File: src/dcc_pkg.sv
package dcc_pkg;

  // Configuration register indexes
  localparam logic [1:0] CfgBaseYear     = 2'd0;
  localparam logic [1:0] CfgEpochWeekday = 2'd1;

  localparam logic [13:0] BaseYearReset     = 14'd2000;
  localparam logic [2:0]  EpochWeekdayReset = 3'd6;

  localparam logic [15:0] DaysCommon = 16'd365;
  localparam logic [15:0] DaysLeap   = 16'd366;
  localparam logic [15:0] Cycle400   = 16'd400;
  localparam logic [15:0] Cycle100   = 16'd100;
  localparam logic [15:0] WeekLen    = 16'd7;

  localparam logic [13:0] YearMax   = 14'h3FFF;
  localparam logic [8:0]  Mod400Top = 9'd399;
  localparam logic [6:0]  Mod100Top = 7'd99;
  localparam logic [3:0]  LastMonth = 4'd12;

  // Sequencer states
  typedef enum logic [2:0] {
    ST_IDLE,
    ST_MOD400,
    ST_MOD100,
    ST_YEAR,
    ST_MONTH,
    ST_MSUB,
    ST_WDAY,
    ST_FIN
  } dcc_state_e;

  // Shared subtract/compare unit result
  typedef struct packed {
    logic [15:0] diff;
    logic        ge;
  } dcc_alu_res_t;

  // Cumulative days before month idx+1 (idx 0..12)
  function automatic logic [15:0] cum_days(input logic leap, input logic [3:0] idx);
    logic [8:0] v;
    v = 9'd0;
    case (idx)
      4'd0:    v = 9'd0;
      4'd1:    v = 9'd31;
      4'd2:    v = 9'd59;
      4'd3:    v = 9'd90;
      4'd4:    v = 9'd120;
      4'd5:    v = 9'd151;
      4'd6:    v = 9'd181;
      4'd7:    v = 9'd212;
      4'd8:    v = 9'd243;
      4'd9:    v = 9'd273;
      4'd10:   v = 9'd304;
      4'd11:   v = 9'd334;
      4'd12:   v = 9'd365;
      default: v = 9'd0;
    endcase
    // leap years gain a day from March on
    if (leap && idx >= 4'd2 && idx <= 4'd12) begin
      v = v + 9'd1;
    end
    return {7'd0, v};
  endfunction

endpackage

File: src/dcc_alu.sv
module dcc_alu
  import dcc_pkg::*;
(
  input  logic [15:0]  op_a_i,
  input  logic [15:0]  op_b_i,
  output dcc_alu_res_t res_o
);

  logic [16:0] full;

  // one subtractor; no borrow means a >= b
  assign full        = {1'b0, op_a_i} - {1'b0, op_b_i};
  assign res_o.diff  = full[15:0];
  assign res_o.ge    = ~full[16];

endmodule

File: src/day_count_to_calendar_date.sv
// Channel  Direction  Handshake                  Payload
// in       input      in_valid_i / in_stall_o    day_count_i
// out      output     out_valid_o / out_stall_i  year_o, month_o, day_of_month_o, weekday_o
// cfg      input      cfg_we_i                   cfg_idx_i, cfg_data_i
//
// Compares and subtracts share one unit. An item goes through these steps in order: the
// transfer is taken, 400s and then 100s are stripped from the base year for its remainders,
// whole years are stripped from the count, the months are searched in the cumulative-day
// table, the start of the month is subtracted to give the day, the weekday is reduced mod 7
// and the output register is loaded.
// in_stall_o is high while an item is being worked on. A finished result sits in the
// output register; the next item is taken meanwhile and waits in its last step if needed.
// Reset loads base year 2000 and epoch weekday 6 and empties the output register.
module day_count_to_calendar_date
  import dcc_pkg::*;
(
  input  logic        clk_i,
  input  logic        rst_ni,
  input  logic        cfg_we_i,
  input  logic [1:0]  cfg_idx_i,
  input  logic [13:0] cfg_data_i,
  input  logic        in_valid_i,
  output logic        in_stall_o,
  input  logic [15:0] day_count_i,
  output logic        out_valid_o,
  input  logic        out_stall_i,
  output logic [13:0] year_o,
  output logic [3:0]  month_o,
  output logic [4:0]  day_of_month_o,
  output logic [2:0]  weekday_o
);

  dcc_state_e   state_q, state_d;
  logic [13:0]  base_year_q;
  logic [2:0]   epoch_wd_q;
  logic [15:0]  cnt_q, cnt_d;
  logic [15:0]  sum_q, sum_d;
  logic [15:0]  rem_q, rem_d;
  logic [13:0]  y_q, y_d;
  logic [8:0]   r400_q, r400_d;
  logic [6:0]   r100_q, r100_d;
  logic [3:0]   m_q, m_d;
  logic [2:0]   wd_q, wd_d;
  logic         out_valid_q, out_valid_d;
  logic [13:0]  year_q, year_d;
  logic [3:0]   month_q, month_d;
  logic [4:0]   dom_q, dom_d;
  logic [2:0]   wday_q, wday_d;

  logic [15:0]  op_a, op_b;
  dcc_alu_res_t alu;
  logic         leap;
  logic         in_xfer, out_xfer;
  logic [5:0]   wsum_fold1;
  logic [3:0]   wsum_fold2;

  assign in_xfer  = in_valid_i & ~in_stall_o;
  assign out_xfer = out_valid_q & ~out_stall_i;

  // leap from tracked remainders
  assign leap = (r400_q == 9'd0) || ((y_q[1:0] == 2'd0) && (r100_q != 7'd0));

  // eight is one mod seven: the 3-bit digits of the sum keep its remainder
  assign wsum_fold1 = {3'd0, sum_q[2:0]} + {3'd0, sum_q[5:3]} + {3'd0, sum_q[8:6]}
                    + {3'd0, sum_q[11:9]} + {3'd0, sum_q[14:12]} + {5'd0, sum_q[15]};
  assign wsum_fold2 = {1'b0, wsum_fold1[2:0]} + {1'b0, wsum_fold1[5:3]};

  // configuration registers
  always_ff @(posedge clk_i or negedge rst_ni) begin
    if (!rst_ni) begin
      base_year_q <= BaseYearReset;
      epoch_wd_q  <= EpochWeekdayReset;
    end else if (cfg_we_i) begin
      unique case (cfg_idx_i)
        CfgBaseYear:     base_year_q <= cfg_data_i;
        CfgEpochWeekday: epoch_wd_q  <= cfg_data_i[2:0];
        default: ;
      endcase
    end
  end

  // shared subtract/compare unit
  dcc_alu u_alu (
    .op_a_i (op_a),
    .op_b_i (op_b),
    .res_o  (alu)
  );

  // sequencer
  always_comb begin
    state_d     = state_q;
    cnt_d       = cnt_q;
    sum_d       = sum_q;
    rem_d       = rem_q;
    y_d         = y_q;
    r400_d      = r400_q;
    r100_d      = r100_q;
    m_d         = m_q;
    wd_d        = wd_q;
    year_d      = year_q;
    month_d     = month_q;
    dom_d       = dom_q;
    wday_d      = wday_q;
    out_valid_d = out_valid_q & ~out_xfer;
    op_a        = rem_q;
    op_b        = Cycle400;

    unique case (state_q)
      ST_IDLE: begin
        if (in_xfer) begin
          cnt_d   = day_count_i;
          sum_d   = day_count_i + {13'd0, epoch_wd_q};
          rem_d   = {2'd0, base_year_q};
          y_d     = base_year_q;
          state_d = ST_MOD400;
        end
      end
      ST_MOD400: begin
        op_b = Cycle400;
        if (alu.ge) begin
          rem_d = alu.diff;
        end else begin
          r400_d  = rem_q[8:0];
          state_d = ST_MOD100;
        end
      end
      ST_MOD100: begin
        op_b = Cycle100;
        if (alu.ge) begin
          rem_d = alu.diff;
        end else begin
          r100_d  = rem_q[6:0];
          rem_d   = cnt_q;
          state_d = ST_YEAR;
        end
      end
      ST_YEAR: begin
        op_b = leap ? DaysLeap : DaysCommon;
        if (alu.ge) begin
          rem_d = alu.diff;
          if (y_q == YearMax) begin
            // year counter wraps to zero
            y_d    = 14'd0;
            r400_d = 9'd0;
            r100_d = 7'd0;
          end else begin
            y_d    = y_q + 14'd1;
            r400_d = (r400_q == Mod400Top) ? 9'd0 : r400_q + 9'd1;
            r100_d = (r100_q == Mod100Top) ? 7'd0 : r100_q + 7'd1;
          end
        end else begin
          m_d     = 4'd1;
          state_d = ST_MONTH;
        end
      end
      ST_MONTH: begin
        op_b = cum_days(leap, m_q);
        if (alu.ge && (m_q != LastMonth)) begin
          m_d = m_q + 4'd1;
        end else begin
          state_d = ST_MSUB;
        end
      end
      ST_MSUB: begin
        op_b    = cum_days(leap, m_q - 4'd1);
        rem_d   = alu.diff;
        state_d = ST_WDAY;
      end
      ST_WDAY: begin
        // folded sum is at most 11: one conditional subtract of 7 finishes it
        op_a    = {12'd0, wsum_fold2};
        op_b    = WeekLen;
        wd_d    = alu.ge ? alu.diff[2:0] : wsum_fold2[2:0];
        state_d = ST_FIN;
      end
      ST_FIN: begin
        if (!out_valid_q || !out_stall_i) begin
          year_d      = y_q;
          month_d     = m_q;
          dom_d       = rem_q[4:0] + 5'd1;
          wday_d      = ((wd_q == 3'd0) && (sum_q != 16'd0)) ? 3'd7 : wd_q;
          out_valid_d = 1'b1;
          state_d     = ST_IDLE;
        end
      end
      default: state_d = ST_IDLE;
    endcase
  end

  // control registers
  always_ff @(posedge clk_i or negedge rst_ni) begin
    if (!rst_ni) begin
      state_q     <= ST_IDLE;
      out_valid_q <= 1'b0;
    end else begin
      state_q     <= state_d;
      out_valid_q <= out_valid_d;
    end
  end

  // datapath registers
  always_ff @(posedge clk_i) begin
    cnt_q   <= cnt_d;
    sum_q   <= sum_d;
    rem_q   <= rem_d;
    y_q     <= y_d;
    r400_q  <= r400_d;
    r100_q  <= r100_d;
    m_q     <= m_d;
    wd_q    <= wd_d;
    year_q  <= year_d;
    month_q <= month_d;
    dom_q   <= dom_d;
    wday_q  <= wday_d;
  end

  assign in_stall_o     = (state_q != ST_IDLE);
  assign out_valid_o    = out_valid_q;
  assign year_o         = year_q;
  assign month_o        = month_q;
  assign day_of_month_o = dom_q;
  assign weekday_o      = wday_q;

  // checks
  a_month_range: assert property (@(posedge clk_i) disable iff (!rst_ni)
    out_valid_o |-> (month_o >= 4'd1) && (month_o <= LastMonth))
    else $error("month out of range");

  a_rem_in_year: assert property (@(posedge clk_i) disable iff (!rst_ni)
    (state_q == ST_MONTH) |-> (rem_q < DaysLeap))
    else $error("day remainder exceeds a year");

  a_start_seq: assert property (@(posedge clk_i) disable iff (!rst_ni)
    in_xfer |=> (state_q == ST_MOD400))
    else $error("accepted item did not start conversion");

endmodule

File: config.mk
export PLATFORM = sky130hd
export DESIGN_NAME = day_count_to_calendar_date
export DESIGN_NICKNAME = d
export VERILOG_FILES = /design/src/dcc_pkg.sv /design/src/dcc_alu.sv /design/src/day_count_to_calendar_date.sv
export SDC_FILE = /design/constraint.sdc
export NUM_CORES = 1
export LEC_CHECK = 0
export ABC_CLOCK_PERIOD_IN_PS = 8500
export BUFFER_PORTS_ARGS = -buffer_cell sky130_fd_sc_hd__buf_2
export CORE_MARGIN = 5
export CORE_UTILIZATION = 61
export CTS_CLUSTER_SIZE = 10
export DETAILED_ROUTE_END_ITERATION = 16
export HOLD_SLACK_MARGIN = 0.06
export MAX_ROUTING_LAYER = met4
export PLACE_DENSITY_LB_ADDON = 0.2
export SYNTH_ARGS = -nofsm -noshare
export SYNTH_HDL_FRONTEND = slang
export SYNTH_HIERARCHICAL = 1
export SYNTH_SLANG_ARGS = --single-unit
File: constraint.sdc
create_clock -name clk_i -period 8.5 [get_ports clk_i]
set_clock_uncertainty 0.1 [all_clocks]
set_input_delay 0.85 -clock clk_i [delete_from_list [all_inputs] [get_ports clk_i]]
set_output_delay 0.85 -clock clk_i [all_outputs]
set_load 0.005 [all_outputs]
Word level (Yosys, flattened, before mapping)

Memory sizes are Yosys's and may differ from the RTL's. A register that Yosys moved wholly into a read port is not among the register bits.
Index checks and enable logic that the tools add are counted.

Add/subtract/negate cells: 16
Order comparisons: 4
Eq/ne operators: 21
Multiplexer cells: 39
Bitwise gates (word level): 7
Reduce and logical (&&, ||, !) cells: 35

Operators with widths:

| cell                    | count |
|---|---|
| $mux W9                 | 8 |
| $mux W16                | 4 |
| $pmux W16 S4            | 1 |
| $pmux W9 S5             | 1 |
| $mux W14                | 3 |
| $mux W7                 | 4 |
| $pmux W14 S2            | 1 |
| $add A9 B1 Y9 const B   | 3 |
| $pmux W3 S8             | 1 |
| $mux W3                 | 7 |
| $pmux W9 S2             | 1 |
| $sub A16 B9 Y17         | 1 |
| $add A16 B3 Y16         | 1 |
| $reduce_bool A16 Y1     | 1 |
| $reduce_and A3 Y1       | 5 |
| $add A14 B1 Y14 const B | 1 |
| $eq A14 B14 Y1 const B  | 1 |
| $pmux W7 S2             | 1 |
| $eq A3 B3 Y1 const B    | 4 |
| $mux W4                 | 3 |
| $ne A2 B2 Y1 const B    | 6 |
| $eq A9 B9 Y1 const B    | 1 |
| $logic_not A9 Y1        | 1 |
| $add A3 B3 Y4           | 2 |
| 33 further kinds        | 60 |

Bits in registers: 132
ROM bits: 288
Input bits: 37
Output and inout bits: 28
Word-level logic and storage cells: 140
Memories kept: 2

Memory list:

| name            | depth | width | rd ports | clocked after memory_dff | write ports | RTL line      | RTL |
|---|---|---|---|---|---|---|---|
| (no name shown) | 16    | 9     | 1        | 1                        | 0           | dcc_pkg.sv:43 | `case (idx)` |
| (no name shown) | 16    | 9     | 1        | 0                        | 0           | dcc_pkg.sv:43 |  |

Logic depth before layout (Yosys ltp)

Depth after elaboration: 13
Gate-level depth with buffers: 31
Mapped depth without buffers: 28

Hierarchy

Netlist, hierarchy kept.

By module, submodules not included:

| module                     | instances | cells an instance | area each (µm²) |
|---|---|---|---|
| day_count_to_calendar_date | 1         | 721               | 8025.2 |
| dcc_alu                    | 1         | 113               | 793.3 |

Worst setup path before layout

No wires, ideal clock.

Path kind: flip-flop to flip-flop
Start: register sum_q[1]
End: register rem_q[0] (enable)
Library setup time: 414 ps
Data arrival time: 6565 ps
Data required time: 7986 ps
Setup slack: 1421 ps
Stages on the path, launching flop included: 23
Path buffers: 1
Period minus slack after synthesis: 7079 ps
Path through: edfxtp_1 > inv_1 > fa_1 > inv_1 > fa_1 > fa_1 > ha_1 > fa_1 > xor2_1 > ha_1 > fa_1 > mux2_2 > inv_1 > fa_1 > nor2b_1 > o211ai_1 > a21oi_1 > nand3_1 > nand2_1 > a221o_1 > clkbuf_1 > nor2_1 > a211oi_1

Word-level cells in the longest chain between the ends: 10

Ends and longest elaborated chain:

| item                        | RTL line                          | RTL |
|---|---|---|
| from (decl)                 | day_count_to_calendar_date.sv:37  | `logic [15:0] sum_q, sum_d;` |
| from (signal assigned)      | day_count_to_calendar_date.sv:204 | `sum_q <= sum_d;` |
| $add A3 B3 Y4               | day_count_to_calendar_date.sv:64  | `assign wsum_fold1 = {3'd0, sum_q[2:0]} + {3'd0, sum_q[5:3]} + {3'd0, sum_q[8:6]}` |
| $add A4 B3 Y5               | day_count_to_calendar_date.sv:64  |  |
| $add A5 B3 Y6               | day_count_to_calendar_date.sv:65  | `+ {3'd0, sum_q[11:9]} + {3'd0, sum_q[14:12]} + {5'd0, sum_q[15]};` |
| $add A6 B3 Y6               | day_count_to_calendar_date.sv:65  |  |
| $add A6 B1 Y6               | day_count_to_calendar_date.sv:65  |  |
| $add A3 B3 Y4               | day_count_to_calendar_date.sv:66  | `assign wsum_fold2 = {1'b0, wsum_fold1[2:0]} + {1'b0, wsum_fold1[5:3]};` |
| $mux W16                    | day_count_to_calendar_date.sv:108 | `unique case (state_q)` |
| via op_a[1]                 | day_count_to_calendar_date.sv:50  | `logic [15:0] op_a, op_b;` |
| $sub A16 B9 Y17             | dcc_alu.sv:12                     | `assign full = {1'b0, op_a_i} - {1'b0, op_b_i};` |
| $ne A2 B2 Y1 (no line)      | n/a                               |  |
| $reduce_and A3 Y1 (no line) | n/a                               |  |
| to (signal assigned)        | day_count_to_calendar_date.sv:205 | `rem_q <= rem_d;` |
| to (decl)                   | day_count_to_calendar_date.sv:38  | `logic [15:0] rem_q, rem_d;` |

The timed path passes the listed nets, and every way through them passes these cells.
A chain may end at the register's enable or synchronous reset.

==> summary.md <==
| Metric | Value |
|---|---|
| Layout Utilization | `68.8%` |
| Crit Path Class | `reg2reg` |
| Multi-input combinational cell area | `4400 sq um` |
| Layout overhead on the synthesized area | `12.1%` |
| Global route overflow | `0` |
| CP most frequent cell | `fa_1` |
| Rel. slew slack | `29.2%` |
| Remaining DRCs | `0` |
| ANT cells | `0` |
| Placed Cells | `1,065` |
| Filler Cell Count | `1,060` |
| Register area | `4050 sq um` |
| Worst-Margin Slew | `1.06 ns` |
| DR iter-0 viols | `650` |
| Synth Warn # | `6` |
| Final Max Tran Viols | `0` |
| IO Count | `65` |
| Worst Setup End Kind | `flip-flop` |
| Worst path max stage delay | `0.55 ns` |
| Endpoints failing setup | `0` |
| Worst Setup SP | `sum_q[1]` |
| Core area | `14,400 sq um` |
| RSZ-0062 raised after global routing | `no` |
| LEAKAGE | `3.97 nW` |
| Synth unique cells | `79` |
| Clk Latency, worst-skew pair | `0.43 ns` |
| Die area | `17,000 sq um` |
| Critical-path top delay cell | `fa_1` |
| Main flop type after synthesis | `edfxtp_1` |
| Chip Width | `130 microns` |
| Final setup TNS | `0 ns` |
| Seq/Total Area, Yosys | `45.9%` |
| Worst-path clk slew | `0.06 ns` |
| Synthesized cell area | `8820 sq um` |
| CTS max path bufs | `2` |
| Die height | `130 microns` |
| Syn Area/Cell | `10.6 sq um` |
| Max frequency | `134 MHz` |
| Final Critical Period | `7.49 ns` |
| CTS root buffer | `clkbuf_16` |
| Crit path required time | `8.75 ns` |
| Startpoint Class | `flip-flop` |
| GP Congestion | `0.932` |
| CTS tree | `built` |
| Post-CTS Setup Inserts | `0` |
| Mapped Cells | `834` |
| Max cap viols | `0` |
| GRT Overall Usage | `26.0%` |
| H-tree levels | `4` |
| Vias in the first global route | `6,477` |
| Antenna Nets Post-Route | `0` |
| Worst Path Buf+Inv | `4` |
| Maximum vdd drop | `0.000228 V` |
| Fin nets | `994` |
| Fin. Hold Viols | `0` |
| Hold Buf Count CTS | `0` |
| DR vias | `6,555` |
| Hold/Removal Path Class | `in2async` |
| PostCTS Resize Cnt | `0` |
| CTS Buf Count | `17` |
| Most common cell after layout, fill and taps aside | `edfxtp_1` |
| Reg2Reg Depth | `26` |
| CP delay by family, top | `adder cells` |
| R2R setup slack | `1.01 ns` |
| Layout cells sized above 1 | `17.4%` |
| Layout Cells excl Fill | `1,097` |
| Wirelength per Cell | `18.9 microns` |
| CP Data Arrival Time | `7.74 ns` |
| Antenna violations before repair | `0` |
| Pre-antenna DRT Iters | `7` |
| Most frequent cells in the layout | `edfxtp_1 (111), inv_1 (70), nand2_1 (70)` |
| Flops & latches, synth | `141` |
| Status | `complete, no violations` |
| Port bufs | `64` |
| Pwr Density | `451 nW/um^2` |
| Reg2reg start | `sum_q[1]` |
| Post-synth EDFFs | `111` |
| Post-synth ARST share | `14.9%` |
| Largest net degree at the start of global routing | `33` |
| Crit-path max FO | `11` |
| Avg Vias per Cell | `5.98` |
| Final Cycle Share | `88.1%` |
| Site Rows | `44` |
| Initial Util | `61.4%` |
| DRT Wirelength | `20.8 mm` |
| Global-route wire length before repair | `33.0 mm` |
| Dpl hpwl | `15.3 mm` |
| Clock sinks | `141` |
## worst reg2reg max path: stages (launching register included)
cell and delay (ns):
edfxtp_1 0.36, inv_1 0.08, fa_1 0.55, inv_1 0.07
fa_1 0.54, fa_1 0.43, ha_1 0.23, fa_1 0.41
xor2_1 0.18, ha_1 0.21, fa_1 0.52, mux2_2 0.18
inv_1 0.06, fa_1 0.46, nor2b_1 0.16, o211ai_1 0.13
a21oi_1 0.35, nand3_1 0.14, nand2_1 0.11, a221o_1 0.45
nor2_1 0.15, nor2_2 0.31, mux2_2 0.45, inv_1 0.10
ha_1 0.25, or3_1 0.37, o21ai_0 0.07
## state kept, by name, summed over array words and instances (netlist names), 5 cells and up, named ones only
register        count
base_year_q        14
sum_q              16
day_of_month_o      5
rem_q              16
year_o             14
y_q                14
r100_q              7
r400_q              9
cnt_q              16
## kinds of logic after synthesis
logic type,after synthesis,share of synthesized area (%)
XOR/XNOR,76,7.92
multiplexers,32,4.00
flip-flops,141,45.9
adder cells (fa/ha/maj),57,9.11
AND/OR/NAND/NOR,255,14.7
buffers and inverters,100,4.67
other,1,0.0425
AO/OA/AOI/OAI,172,13.6
## how the worst max path moves through the flow
stage / to / cells past startpoint / slack [ns]
3_5_place_dp: flip-flop / 26 / 1.09
3_3_place_gp: flip-flop / 26 / 1.33
5_1_grt: flip-flop / 23 / 0.65
2_1_floorplan: rem_q[0] / 22 / 1.42
6_report: flip-flop / 26 / 1.01
4_1_cts: flip-flop / 26 / 1.01
## per-layer routing
layer / up-vias / global-route usage (%) / share of wire (%)
met5: - / - / 0
met4: 0 / 9.54 / 2.4
met3: 37 / 4.42 / 5.9
met2: 222 / 40.9 / 48
met1: 3143 / 34.1 / 44
li1: 3153 / - / -
## synth_stat cells (3+ instances only)
cell type / count / area (sq um)
buf_4: 3 / 22.5
o21ai_0: 49 / 245
a211oi_1: 5 / 37.5
nand2b_1: 11 / 68.8
xnor2_1: 42 / 368
nand3b_1: 3 / 22.5
buf_2: 8 / 40.0
fa_1: 12 / 240
and3_1: 7 / 43.8
nor2_1: 48 / 180
or3_1: 4 / 25.0
nor3_2: 3 / 30.0
and4_1: 3 / 26.3
a21boi_0: 3 / 22.5
dfrtp_1: 13 / 325
xor2_1: 32 / 280
dfxtp_1: 9 / 180
inv_1: 70 / 263
ha_1: 45 / 563
mux2i_1: 6 / 60.1
a21oi_1: 32 / 160
o221ai_1: 3 / 26.3
nor4_1: 8 / 50.1
o31ai_1: 5 / 37.5
nand3_1: 27 / 135
and2_1: 17 / 106
nor3b_1: 5 / 37.5
mux2_2: 26 / 293
a222oi_1: 15 / 150
nand4_1: 12 / 75.1
nor3_1: 13 / 65.1
clkbuf_1: 15 / 56.3
edfxtp_1: 111 / 3330
dfstp_2: 8 / 210
nand2_1: 70 / 263
o211ai_1: 7 / 52.6
o22ai_1: 4 / 25.0
nor2b_1: 11 / 68.8
a21o_1: 12 / 90.1
## layout make-up
| type | instances | area share [%] |
|---|---|---|
| Inverter | 70 | 2.66 |
| Clock inverter | 10 | 0.772 |
| Timing Repair Buffer | 71 | 3.77 |
| Clock buffer | 22 | 5.03 |
| Sequential cell | 141 | 41.0 |
| Tap cell | 184 | 2.33 |
| Multi-Input combinational cell | 599 | 44.5 |
## where the power goes
group          total [mW]  switching [mW]  internal, mW
clock               0.716           0.297         0.419
sequential           1.37           0.247          1.12
combinational        2.38            1.37          1.01
## per-stage QoR
stage          area (sq um)  hold WS (ns)  setup WS, ns  total power, mW
2_1_floorplan          8840         0.321          1.42             3.10
3_3_place_gp           9310         0.387          1.33             3.62
3_5_place_dp           9310         0.383          1.09             3.71
4_1_cts                9880         0.303          1.01             4.45
5_1_grt                9880         0.330         0.649             4.78
6_report               9880         0.305          1.01             4.46
No activity file was read; power rests on OpenSTA's default activity.
